### src/hw/rtl/rhc_pkg.sv
// shared types, widths and constants for the rgb to hsl converter
package rhc_pkg;

  // field widths
  localparam int CH_W     = 8;   // one color channel
  localparam int FIELD_W  = 15;  // hue, saturation, lightness fields
  localparam int SUM_W    = 9;   // max + min
  localparam int HNUM_W   = 11;  // hue sector numerator, below 6 * 255
  localparam int DIV_DEN_W = 8;  // both divisors fit a channel byte
  localparam int DIV_NUM_W = DIV_DEN_W + FIELD_W;

  // scale constants
  localparam int HUE_SECTOR_SCALE = 3840;   // 60 degrees times 64
  localparam int HUE_FULL_TURN    = 23040;  // 360 degrees times 64
  localparam int PCT_SCALE        = 25600;  // 100 percent times 256
  localparam int DOUBLE_FULL      = 510;
  localparam int HALF_SUM         = 255;

  // lightness = s * 2560 / 51 = 50 s + floor(10 s / 51)
  localparam int LIGHT_SLOPE    = 50;
  localparam int LIGHT_FRAC_MUL = 10;
  localparam int LIGHT_DIVISOR  = 51;
  localparam int LIGHT_RECIP    = 1285;  // floor(2^16 / 51)
  localparam int LIGHT_SHIFT    = 16;
  localparam int LIGHT_TEN_W    = 13;    // 10 * 510 fits
  localparam int LIGHT_PROD_W   = 23;
  localparam int LIGHT_Q_W      = 7;

  // quotient bits resolved per divider pipeline stage
  localparam int DIV_STEPS_PER_STAGE = 2;

  // input item
  typedef struct packed {
    logic [CH_W-1:0] red_in;
    logic [CH_W-1:0] green_in;
    logic [CH_W-1:0] blue_in;
  } in_t;

  // result item
  typedef struct packed {
    logic [FIELD_W-1:0] hue_out;
    logic [FIELD_W-1:0] saturation_out;
    logic [FIELD_W-1:0] lightness_out;
    logic               achromatic;
  } out_t;

endpackage

### src/hw/rtl/rhc_div.sv
// pipelined restoring divider, a few quotient bits per stage
module rhc_div #(
  parameter int DEN_W = rhc_pkg::DIV_DEN_W,
  parameter int QUO_W = rhc_pkg::FIELD_W,
  parameter int STEPS = rhc_pkg::DIV_STEPS_PER_STAGE
) (
  input  logic                   clk,
  input  logic [DEN_W+QUO_W-1:0] num_i,  // quotient must fit QUO_W bits
  input  logic [DEN_W-1:0]       den_i,  // nonzero
  output logic [QUO_W-1:0]       quo_o
);

  localparam int STAGES = (QUO_W + STEPS - 1) / STEPS;

  logic [DEN_W-1:0] rem_r [STAGES];
  logic [QUO_W-1:0] lo_r  [STAGES];
  logic [QUO_W-1:0] quo_r [STAGES];
  logic [DEN_W-1:0] den_r [STAGES];

  for (genvar i = 0; i < STAGES; i++) begin : g_stage
    logic [DEN_W-1:0] rem_in;
    logic [QUO_W-1:0] lo_in;
    logic [QUO_W-1:0] quo_in;
    logic [DEN_W-1:0] den_in;
    logic [DEN_W-1:0] rem_nxt;
    logic [QUO_W-1:0] lo_nxt;
    logic [QUO_W-1:0] quo_nxt;

    // stage inputs: ports for the first stage, previous stage otherwise
    if (i == 0) begin : g_first
      assign rem_in = num_i[DEN_W+QUO_W-1:QUO_W];
      assign lo_in  = num_i[QUO_W-1:0];
      assign quo_in = '0;
      assign den_in = den_i;
    end else begin : g_next
      assign rem_in = rem_r[i-1];
      assign lo_in  = lo_r[i-1];
      assign quo_in = quo_r[i-1];
      assign den_in = den_r[i-1];
    end

    // shift in one numerator bit per step, subtract when it fits
    always_comb begin
      logic [DEN_W:0] trial;
      rem_nxt = rem_in;
      lo_nxt  = lo_in;
      quo_nxt = quo_in;
      trial   = '0;
      for (int j = 0; j < STEPS; j++) begin
        if (i * STEPS + j < QUO_W) begin
          trial = {rem_nxt, lo_nxt[QUO_W-1]};
          lo_nxt = {lo_nxt[QUO_W-2:0], 1'b0};
          if (trial >= {1'b0, den_in}) begin
            rem_nxt = DEN_W'(trial - {1'b0, den_in});
            quo_nxt = {quo_nxt[QUO_W-2:0], 1'b1};
          end else begin
            rem_nxt = trial[DEN_W-1:0];
            quo_nxt = {quo_nxt[QUO_W-2:0], 1'b0};
          end
        end
      end
    end

    // stage registers
    always_ff @(posedge clk) begin
      rem_r[i] <= rem_nxt;
      lo_r[i]  <= lo_nxt;
      quo_r[i] <= quo_nxt;
      den_r[i] <= den_in;
    end
  end

  assign quo_o = quo_r[STAGES-1];

endmodule

### src/hw/rtl/rgb_to_hsl_convert_unit.sv
// rgb to hsl converter top level: pixel in, hue/saturation/lightness out
//
//  channel | ports                    | handshake
//  --------+--------------------------+-------------------------------------
//  input   | start, busy, in_data     | transfer when start && !busy
//  result  | out_strobe, out_data     | one-cycle strobe, no back pressure
//
// one pixel enters every cycle; busy is held low
// results pass through stage 1, stage 2, the divider pipeline that resolves
// hue and saturation quotients, and the output register
// synchronous active-low reset clears all valid bits; data regs are not reset
// the receiver cannot stall, so the pipeline advances every cycle
module rgb_to_hsl_convert_unit #(
  parameter int STEPS_PER_STAGE = rhc_pkg::DIV_STEPS_PER_STAGE
) (
  input  logic         clk,
  input  logic         rst_n,
  input  logic         start,
  output logic         busy,
  input  rhc_pkg::in_t in_data,
  output logic         out_strobe,
  output rhc_pkg::out_t out_data
);

  localparam int DIV_STAGES = (rhc_pkg::FIELD_W + STEPS_PER_STAGE - 1) / STEPS_PER_STAGE;
  localparam int LATENCY    = DIV_STAGES + 3;

  localparam int CW = rhc_pkg::CH_W;
  localparam int SW = rhc_pkg::SUM_W;
  localparam int HW = rhc_pkg::HNUM_W;
  localparam int DW = rhc_pkg::DIV_DEN_W;
  localparam int NW = rhc_pkg::DIV_NUM_W;
  localparam int FW = rhc_pkg::FIELD_W;
  localparam int TW = rhc_pkg::LIGHT_TEN_W;
  localparam int PW = rhc_pkg::LIGHT_PROD_W;
  localparam int QW = rhc_pkg::LIGHT_Q_W;

  // lightness and grey flag riding beside the divider
  typedef struct packed {
    logic          grey;
    logic [FW-1:0] light;
  } side_t;

  logic accept;

  // stage 1 registers
  logic          s1_v_r;
  logic [CW-1:0] s1_d_r;
  logic [SW-1:0] s1_s_r;
  logic [HW-1:0] s1_hnum_r;
  logic          s1_grey_r;
  logic [CW-1:0] mx_nxt;
  logic [CW-1:0] mn_nxt;
  logic [CW-1:0] d_nxt;
  logic [HW-1:0] hnum_nxt;

  // stage 2 registers
  logic          s2_v_r;
  logic [NW-1:0] s2_sat_num_r;
  logic [NW-1:0] s2_hue_num_r;
  logic [DW-1:0] s2_sat_den_r;
  logic [DW-1:0] s2_hue_den_r;
  logic [SW-1:0] s2_s_r;
  logic [QW-1:0] s2_lq_r;
  logic          s2_grey_r;
  logic [SW-1:0] half_gap;
  logic [TW-1:0] ten_s1;
  logic [PW-1:0] lprod;

  // divider-aligned side line
  logic          dv_r [DIV_STAGES];
  side_t         sb_r [DIV_STAGES];
  side_t         sb0_nxt;
  logic [TW-1:0] ten_s2;
  logic [TW-1:0] lrem;
  logic [QW-1:0] lq_fix;

  logic [FW-1:0] sat_quo;
  logic [FW-1:0] hue_quo;

  // output registers
  logic          out_strobe_r;
  rhc_pkg::out_t out_data_r;
  logic [FW-1:0] hue_wrap;

  assign busy   = 1'b0;
  assign accept = start && !busy;

  // stage 1: extremes, spread, sum and hue sector numerator
  always_comb begin
    logic [CW-1:0] r;
    logic [CW-1:0] g;
    logic [CW-1:0] b;
    r = in_data.red_in;
    g = in_data.green_in;
    b = in_data.blue_in;
    mx_nxt = (r > g) ? r : g;
    mx_nxt = (mx_nxt > b) ? mx_nxt : b;
    mn_nxt = (r < g) ? r : g;
    mn_nxt = (mn_nxt < b) ? mn_nxt : b;
    d_nxt  = mx_nxt - mn_nxt;
    if (mx_nxt == r) begin
      if (g < b) begin
        hnum_nxt = HW'(d_nxt) * HW'(6) + HW'(g) - HW'(b);
      end else begin
        hnum_nxt = HW'(g) - HW'(b);
      end
    end else if (mx_nxt == g) begin
      hnum_nxt = HW'(b) + HW'(d_nxt) * HW'(2) - HW'(r);
    end else begin
      hnum_nxt = HW'(r) + HW'(d_nxt) * HW'(4) - HW'(g);
    end
  end

  always_ff @(posedge clk) begin
    if (!rst_n) begin
      s1_v_r <= 1'b0;
    end else begin
      s1_v_r <= accept;
    end
    s1_d_r    <= d_nxt;
    s1_s_r    <= SW'(mx_nxt) + SW'(mn_nxt);
    s1_hnum_r <= hnum_nxt;
    s1_grey_r <= (d_nxt == '0);
  end

  // stage 2: scaled numerators, divisors and lightness reciprocal estimate
  assign half_gap = SW'(rhc_pkg::DOUBLE_FULL) - s1_s_r;
  assign ten_s1   = TW'(s1_s_r) * TW'(rhc_pkg::LIGHT_FRAC_MUL);
  assign lprod    = PW'(ten_s1) * PW'(rhc_pkg::LIGHT_RECIP);

  always_ff @(posedge clk) begin
    if (!rst_n) begin
      s2_v_r <= 1'b0;
    end else begin
      s2_v_r <= s1_v_r;
    end
    s2_sat_num_r <= NW'(s1_d_r) * NW'(rhc_pkg::PCT_SCALE);
    s2_hue_num_r <= NW'(s1_hnum_r) * NW'(rhc_pkg::HUE_SECTOR_SCALE);
    if (s1_grey_r) begin
      s2_sat_den_r <= DW'(1);
      s2_hue_den_r <= DW'(1);
    end else begin
      s2_sat_den_r <= (s1_s_r > SW'(rhc_pkg::HALF_SUM)) ? half_gap[DW-1:0]
                                                        : s1_s_r[DW-1:0];
      s2_hue_den_r <= s1_d_r;
    end
    s2_s_r    <= s1_s_r;
    s2_lq_r   <= lprod[rhc_pkg::LIGHT_SHIFT +: QW];
    s2_grey_r <= s1_grey_r;
  end

  // dividers for saturation and hue
  rhc_div #(
    .DEN_W (DW),
    .QUO_W (FW),
    .STEPS (STEPS_PER_STAGE)
  ) u_sat_div (
    .clk   (clk),
    .num_i (s2_sat_num_r),
    .den_i (s2_sat_den_r),
    .quo_o (sat_quo)
  );

  rhc_div #(
    .DEN_W (DW),
    .QUO_W (FW),
    .STEPS (STEPS_PER_STAGE)
  ) u_hue_div (
    .clk   (clk),
    .num_i (s2_hue_num_r),
    .den_i (s2_hue_den_r),
    .quo_o (hue_quo)
  );

  // lightness: fix the estimate by one compare, then add the integer part
  assign ten_s2 = TW'(s2_s_r) * TW'(rhc_pkg::LIGHT_FRAC_MUL);
  assign lrem   = ten_s2 - TW'(s2_lq_r) * TW'(rhc_pkg::LIGHT_DIVISOR);
  assign lq_fix = (lrem >= TW'(rhc_pkg::LIGHT_DIVISOR)) ? s2_lq_r + QW'(1) : s2_lq_r;

  always_comb begin
    sb0_nxt.grey  = s2_grey_r;
    sb0_nxt.light = FW'(s2_s_r) * FW'(rhc_pkg::LIGHT_SLOPE) + FW'(lq_fix);
  end

  // side line keeps pace with the divider stages
  always_ff @(posedge clk) begin
    if (!rst_n) begin
      for (int k = 0; k < DIV_STAGES; k++) begin
        dv_r[k] <= 1'b0;
      end
    end else begin
      dv_r[0] <= s2_v_r;
      for (int k = 1; k < DIV_STAGES; k++) begin
        dv_r[k] <= dv_r[k-1];
      end
    end
    sb_r[0] <= sb0_nxt;
    for (int k = 1; k < DIV_STAGES; k++) begin
      sb_r[k] <= sb_r[k-1];
    end
  end

  // output stage: hue wrap and grey masking
  assign hue_wrap = (hue_quo >= FW'(rhc_pkg::HUE_FULL_TURN))
                    ? hue_quo - FW'(rhc_pkg::HUE_FULL_TURN) : hue_quo;

  always_ff @(posedge clk) begin
    if (!rst_n) begin
      out_strobe_r <= 1'b0;
    end else begin
      out_strobe_r <= dv_r[DIV_STAGES-1];
    end
    out_data_r.hue_out        <= sb_r[DIV_STAGES-1].grey ? '0 : hue_wrap;
    out_data_r.saturation_out <= sb_r[DIV_STAGES-1].grey ? '0 : sat_quo;
    out_data_r.lightness_out  <= sb_r[DIV_STAGES-1].light;
    out_data_r.achromatic     <= sb_r[DIV_STAGES-1].grey;
  end

  assign out_strobe = out_strobe_r;
  assign out_data   = out_data_r;

  // every accepted transfer produces a result strobe, and every strobe has a matching transfer
  a_latency_in : assert property (@(posedge clk) disable iff (!rst_n)
    accept |-> ##LATENCY out_strobe)
    else $error("accepted pixel did not produce a result on time");

  a_latency_out : assert property (@(posedge clk) disable iff (!rst_n)
    out_strobe |-> $past(accept, LATENCY))
    else $error("result strobe without a matching transfer");

  a_grey_zero : assert property (@(posedge clk) disable iff (!rst_n)
    (out_strobe && out_data.achromatic) |->
      (out_data.hue_out == '0 && out_data.saturation_out == '0))
    else $error("grey pixel with nonzero hue or saturation");

  a_hue_range : assert property (@(posedge clk) disable iff (!rst_n)
    out_strobe |-> (out_data.hue_out < FW'(rhc_pkg::HUE_FULL_TURN)))
    else $error("hue not below a full turn");

  a_pct_range : assert property (@(posedge clk) disable iff (!rst_n)
    out_strobe |-> (out_data.saturation_out <= FW'(rhc_pkg::PCT_SCALE) &&
                    out_data.lightness_out <= FW'(rhc_pkg::PCT_SCALE)))
    else $error("saturation or lightness above full scale");

endmodule

### config.mk
export PLATFORM = sky130hd
export DESIGN_NAME = rgb_to_hsl_convert_unit
export DESIGN_NICKNAME = d
export VERILOG_FILES = /design/src/hw/rtl/rhc_pkg.sv /design/src/hw/rtl/rhc_div.sv /design/src/hw/rtl/rgb_to_hsl_convert_unit.sv
export SDC_FILE = /design/constraint.sdc
export NUM_CORES = 2
export LEC_CHECK = 0
export BUFFER_PORTS_ARGS = -buffer_cell sky130_fd_sc_hd__buf_2
export CORE_UTILIZATION = 60
export CTS_CLUSTER_DIAMETER = 60
export DETAILED_ROUTE_END_ITERATION = 6
export PLACE_DENSITY_LB_ADDON = 0.2
export SYNTH_ARGS = -nofsm -noshare
export SYNTH_HDL_FRONTEND = slang
export SYNTH_SLANG_ARGS = --single-unit
export TNS_END_PERCENT = 1
### constraint.sdc
create_clock -name clk -period 10.12 [get_ports clk]
set_input_delay 2.024 -clock clk [delete_from_list [all_inputs] [get_ports clk]]
set_output_delay 2.024 -clock clk [all_outputs]
set_load 0.02 [all_outputs]
==> metrics.csv <==
metric,value,unit
dpl_worst_slack,0.2532,ns
vias_per_cell,5.432,
finalClockSkew,0.04156,ns
worst-setup-path-type,in -> reg,
detail_route.wl_per_cell,16.18,um
startpoint_type,input pin,
cpMostUsedCell,ha_1,
die_w,245.0,um
dp_hpwl,55.79,mm
synth_cells,3434,
cts_resized,0,
clockBufferDepth,3,
ctsHtreeMaxLevel,3,
gp_congestion,0.9252,
coreArea,0.05803,mm2
syn_to_final_growth,10.18,%
yosysTopAreaCell,dfxtp_1,
post-route-util,0.6727,
wl_met3,1.883,mm
wirelength,70.94,mm
holdWs,0.2943,ns
synth-edff-count,0,
hold_viol_final,0,
netlist-cell-type-count,81,
cts_buffers,66,
avgSynthCellArea,10.32,um2
worstHoldPathType,reg -> reg,
crit_arrival,9.78,ns
ys_ff_latch,644,
ctsRootBufferMaster,clkbuf_16,
finalCritPeriodShare,0.9219,
cp-end-kind,flip-flop,
async_reset_ff_frac,0,
tightest_slew,1.021,ns
tritoncts,built,
nNetsFinal,4235,
clkTransAtPathRegs,0.06,ns
io_buffers,73,
numClockSinks,644,
reg2reg_slack,3.14,ns
synthFlopType,dfxtp_1,
wl_met2,37.09,mm
io-pin-count,75,
die_h,245.0,um
syn_area,0.03543,mm2
start_util,0.6106,
grt_pass1_vias,25090,
grt_first_pass_wirelength,118.8,mm
status,finished clean,
track_usage,0.2400,
yosysMostFrequentCell,dfxtp_1,
wl_met1,30.22,mm
grt.overflow.total,0,
die_area,0.06002,mm2
drtIter0Drc,760,
routed.top_layer,met4,
slowest_stage,or4_1,
postCtsHoldBufs,0,
fmax,0.1072,GHz
worstPathMaxFanout,15,
cpPeakStageDelay,0.52,ns
yosys-top-cells-area,"dfxtp_1, ha_1, mux2_2",
std_cell_rows,88,
layout-drive-gt1-share,0.1266,
setup_viol_count_final,0,
synth_top_area_share,0.3639,
fin_crit,9.330,ns
fin_tns_setup,0,ns
required,10.57,ns
grt_max_degree,32,
drc_errors,0,
antenna_found_initial,0,
synthTopCellsByCount,"dfxtp_1, ha_1, inv_1",
num_vias,23810,
rsz0062_at_grt,false,
max_slew_margin,0.3190,
synth-warning-count,0,
drv_slew,0,
post-cts-setup-buffers,0,
seq_area_frac_synth,0.3639,
drv_cap,0,
dr.pass1.iters,5,
clk_latency,0.61,ns
synth.net_count,4098,
setup_ws,0.7903,ns
postRouteAntennaNets,0,
-- placed cells by master, fill, tap and decap left out, types with 47 or more instances in the layout --
| cell type | netlist | routed |
|---|---|---|
| nor2_1 | 210 | 210 |
| a21o_1 | 104 | 104 |
| nor2b_1 | 88 | 88 |
| mux2_2 | 191 | 191 |
| xnor2_1 | 176 | 176 |
| xor2_1 | 98 | 98 |
| dfxtp_1 | 644 | 644 |
| inv_1 | 396 | 396 |
| ha_1 | 539 | 539 |
| mux2i_1 | 47 | 47 |
| a21oi_1 | 149 | 148 |
| buf_2 | 2 | 73 |
| nand2_1 | 103 | 103 |
| fa_1 | 98 | 98 |
| clkbuf_16 | 0 | 68 |
| o21ai_0 | 130 | 130 |
-- worst paths after layout --
check / start / to / cells after the start
max: in_data[16] / s1_hnum_r[10] / 36
min: s2_sat_num_r[11] / u_sat_div.lo_r[0][12] / 0
max reg2reg: s2_s_r[1] / sb_r[0][13] / 27
min reg2reg: s2_sat_num_r[11] / u_sat_div.lo_r[0][12] / 0
-- layout make-up --
cell class	instances	area, um2
inverter	402	1511
multi-input combinational	2362	20890
sequential	644	12890
tap	765	957.2
fill	4408	18990
clock buffer	85	1866
antenna	1	2.502
clock inverter	30	385.4
timing repair buffer	95	530.5
-- cells by family after synthesis --
family,after synthesis,synth area share
compound gates,598,0.1151
xor+xnor,277,0.06947
fa+ha+maj,637,0.2457
buf+inv,428,0.04655
flops,644,0.3639
mux,241,0.07501
other cells,1,0.0001058
simple gates,608,0.08416
-- registers in the layout (all words and copies together), names as in the netlist, 4 cells and up --
| name | flops |
|---|---|
| u_hue_div.quo_r | 71 |
| s1_hnum_r | 11 |
| u_sat_div.den_r | 49 |
| s2_lq_r | 7 |
| s1_s_r | 9 |
| u_sat_div.lo_r | 4 |
| s2_sat_num_r | 12 |
| s2_s_r | 9 |
| u_hue_div.lo_r | 9 |
| s2_hue_num_r | 15 |
| dv_r | 8 |
| sb_r | 128 |
| u_hue_div.den_r | 56 |
| s2_sat_den_r | 8 |
| s1_d_r | 7 |
| u_sat_div.rem_r | 56 |
| u_sat_div.quo_r | 71 |
| out_data | 46 |
| u_hue_div.rem_r | 56 |
| s2_hue_den_r | 7 |
-- critical path: cells and delay by family --
| family | cells | cell delay (ns) |
|---|---|---|
| adders and majority gates | 6 | 2.01 |
| muxes | 1 | 0.08 |
| and+or+nand+nor | 4 | 0.91 |
| buffers and inverters | 7 | 1.18 |
| AOI/OAI and AO/OA | 15 | 2.98 |
| xor gates and xnor gates | 3 | 0.57 |
-- metrics by stage --
step	std cells	area [um2]
final	4384	39030
after detailed placement	4268	36780
after floorplan	3434	35430
after global routing	4383	39030
after CTS	4383	39030
after global placement	4268	36780
-- metal layers --
layer	vias to the layer above	track usage
li1	11990	-
met1	11340	0.2778
met4	0	0.08143
met5	-	0
met3	124	0.02887
met2	356	0.4522
Power is left out: the tool's default activity adds up to more than one toggle a clock period on the data nets, which glitch-free logic cannot reach.
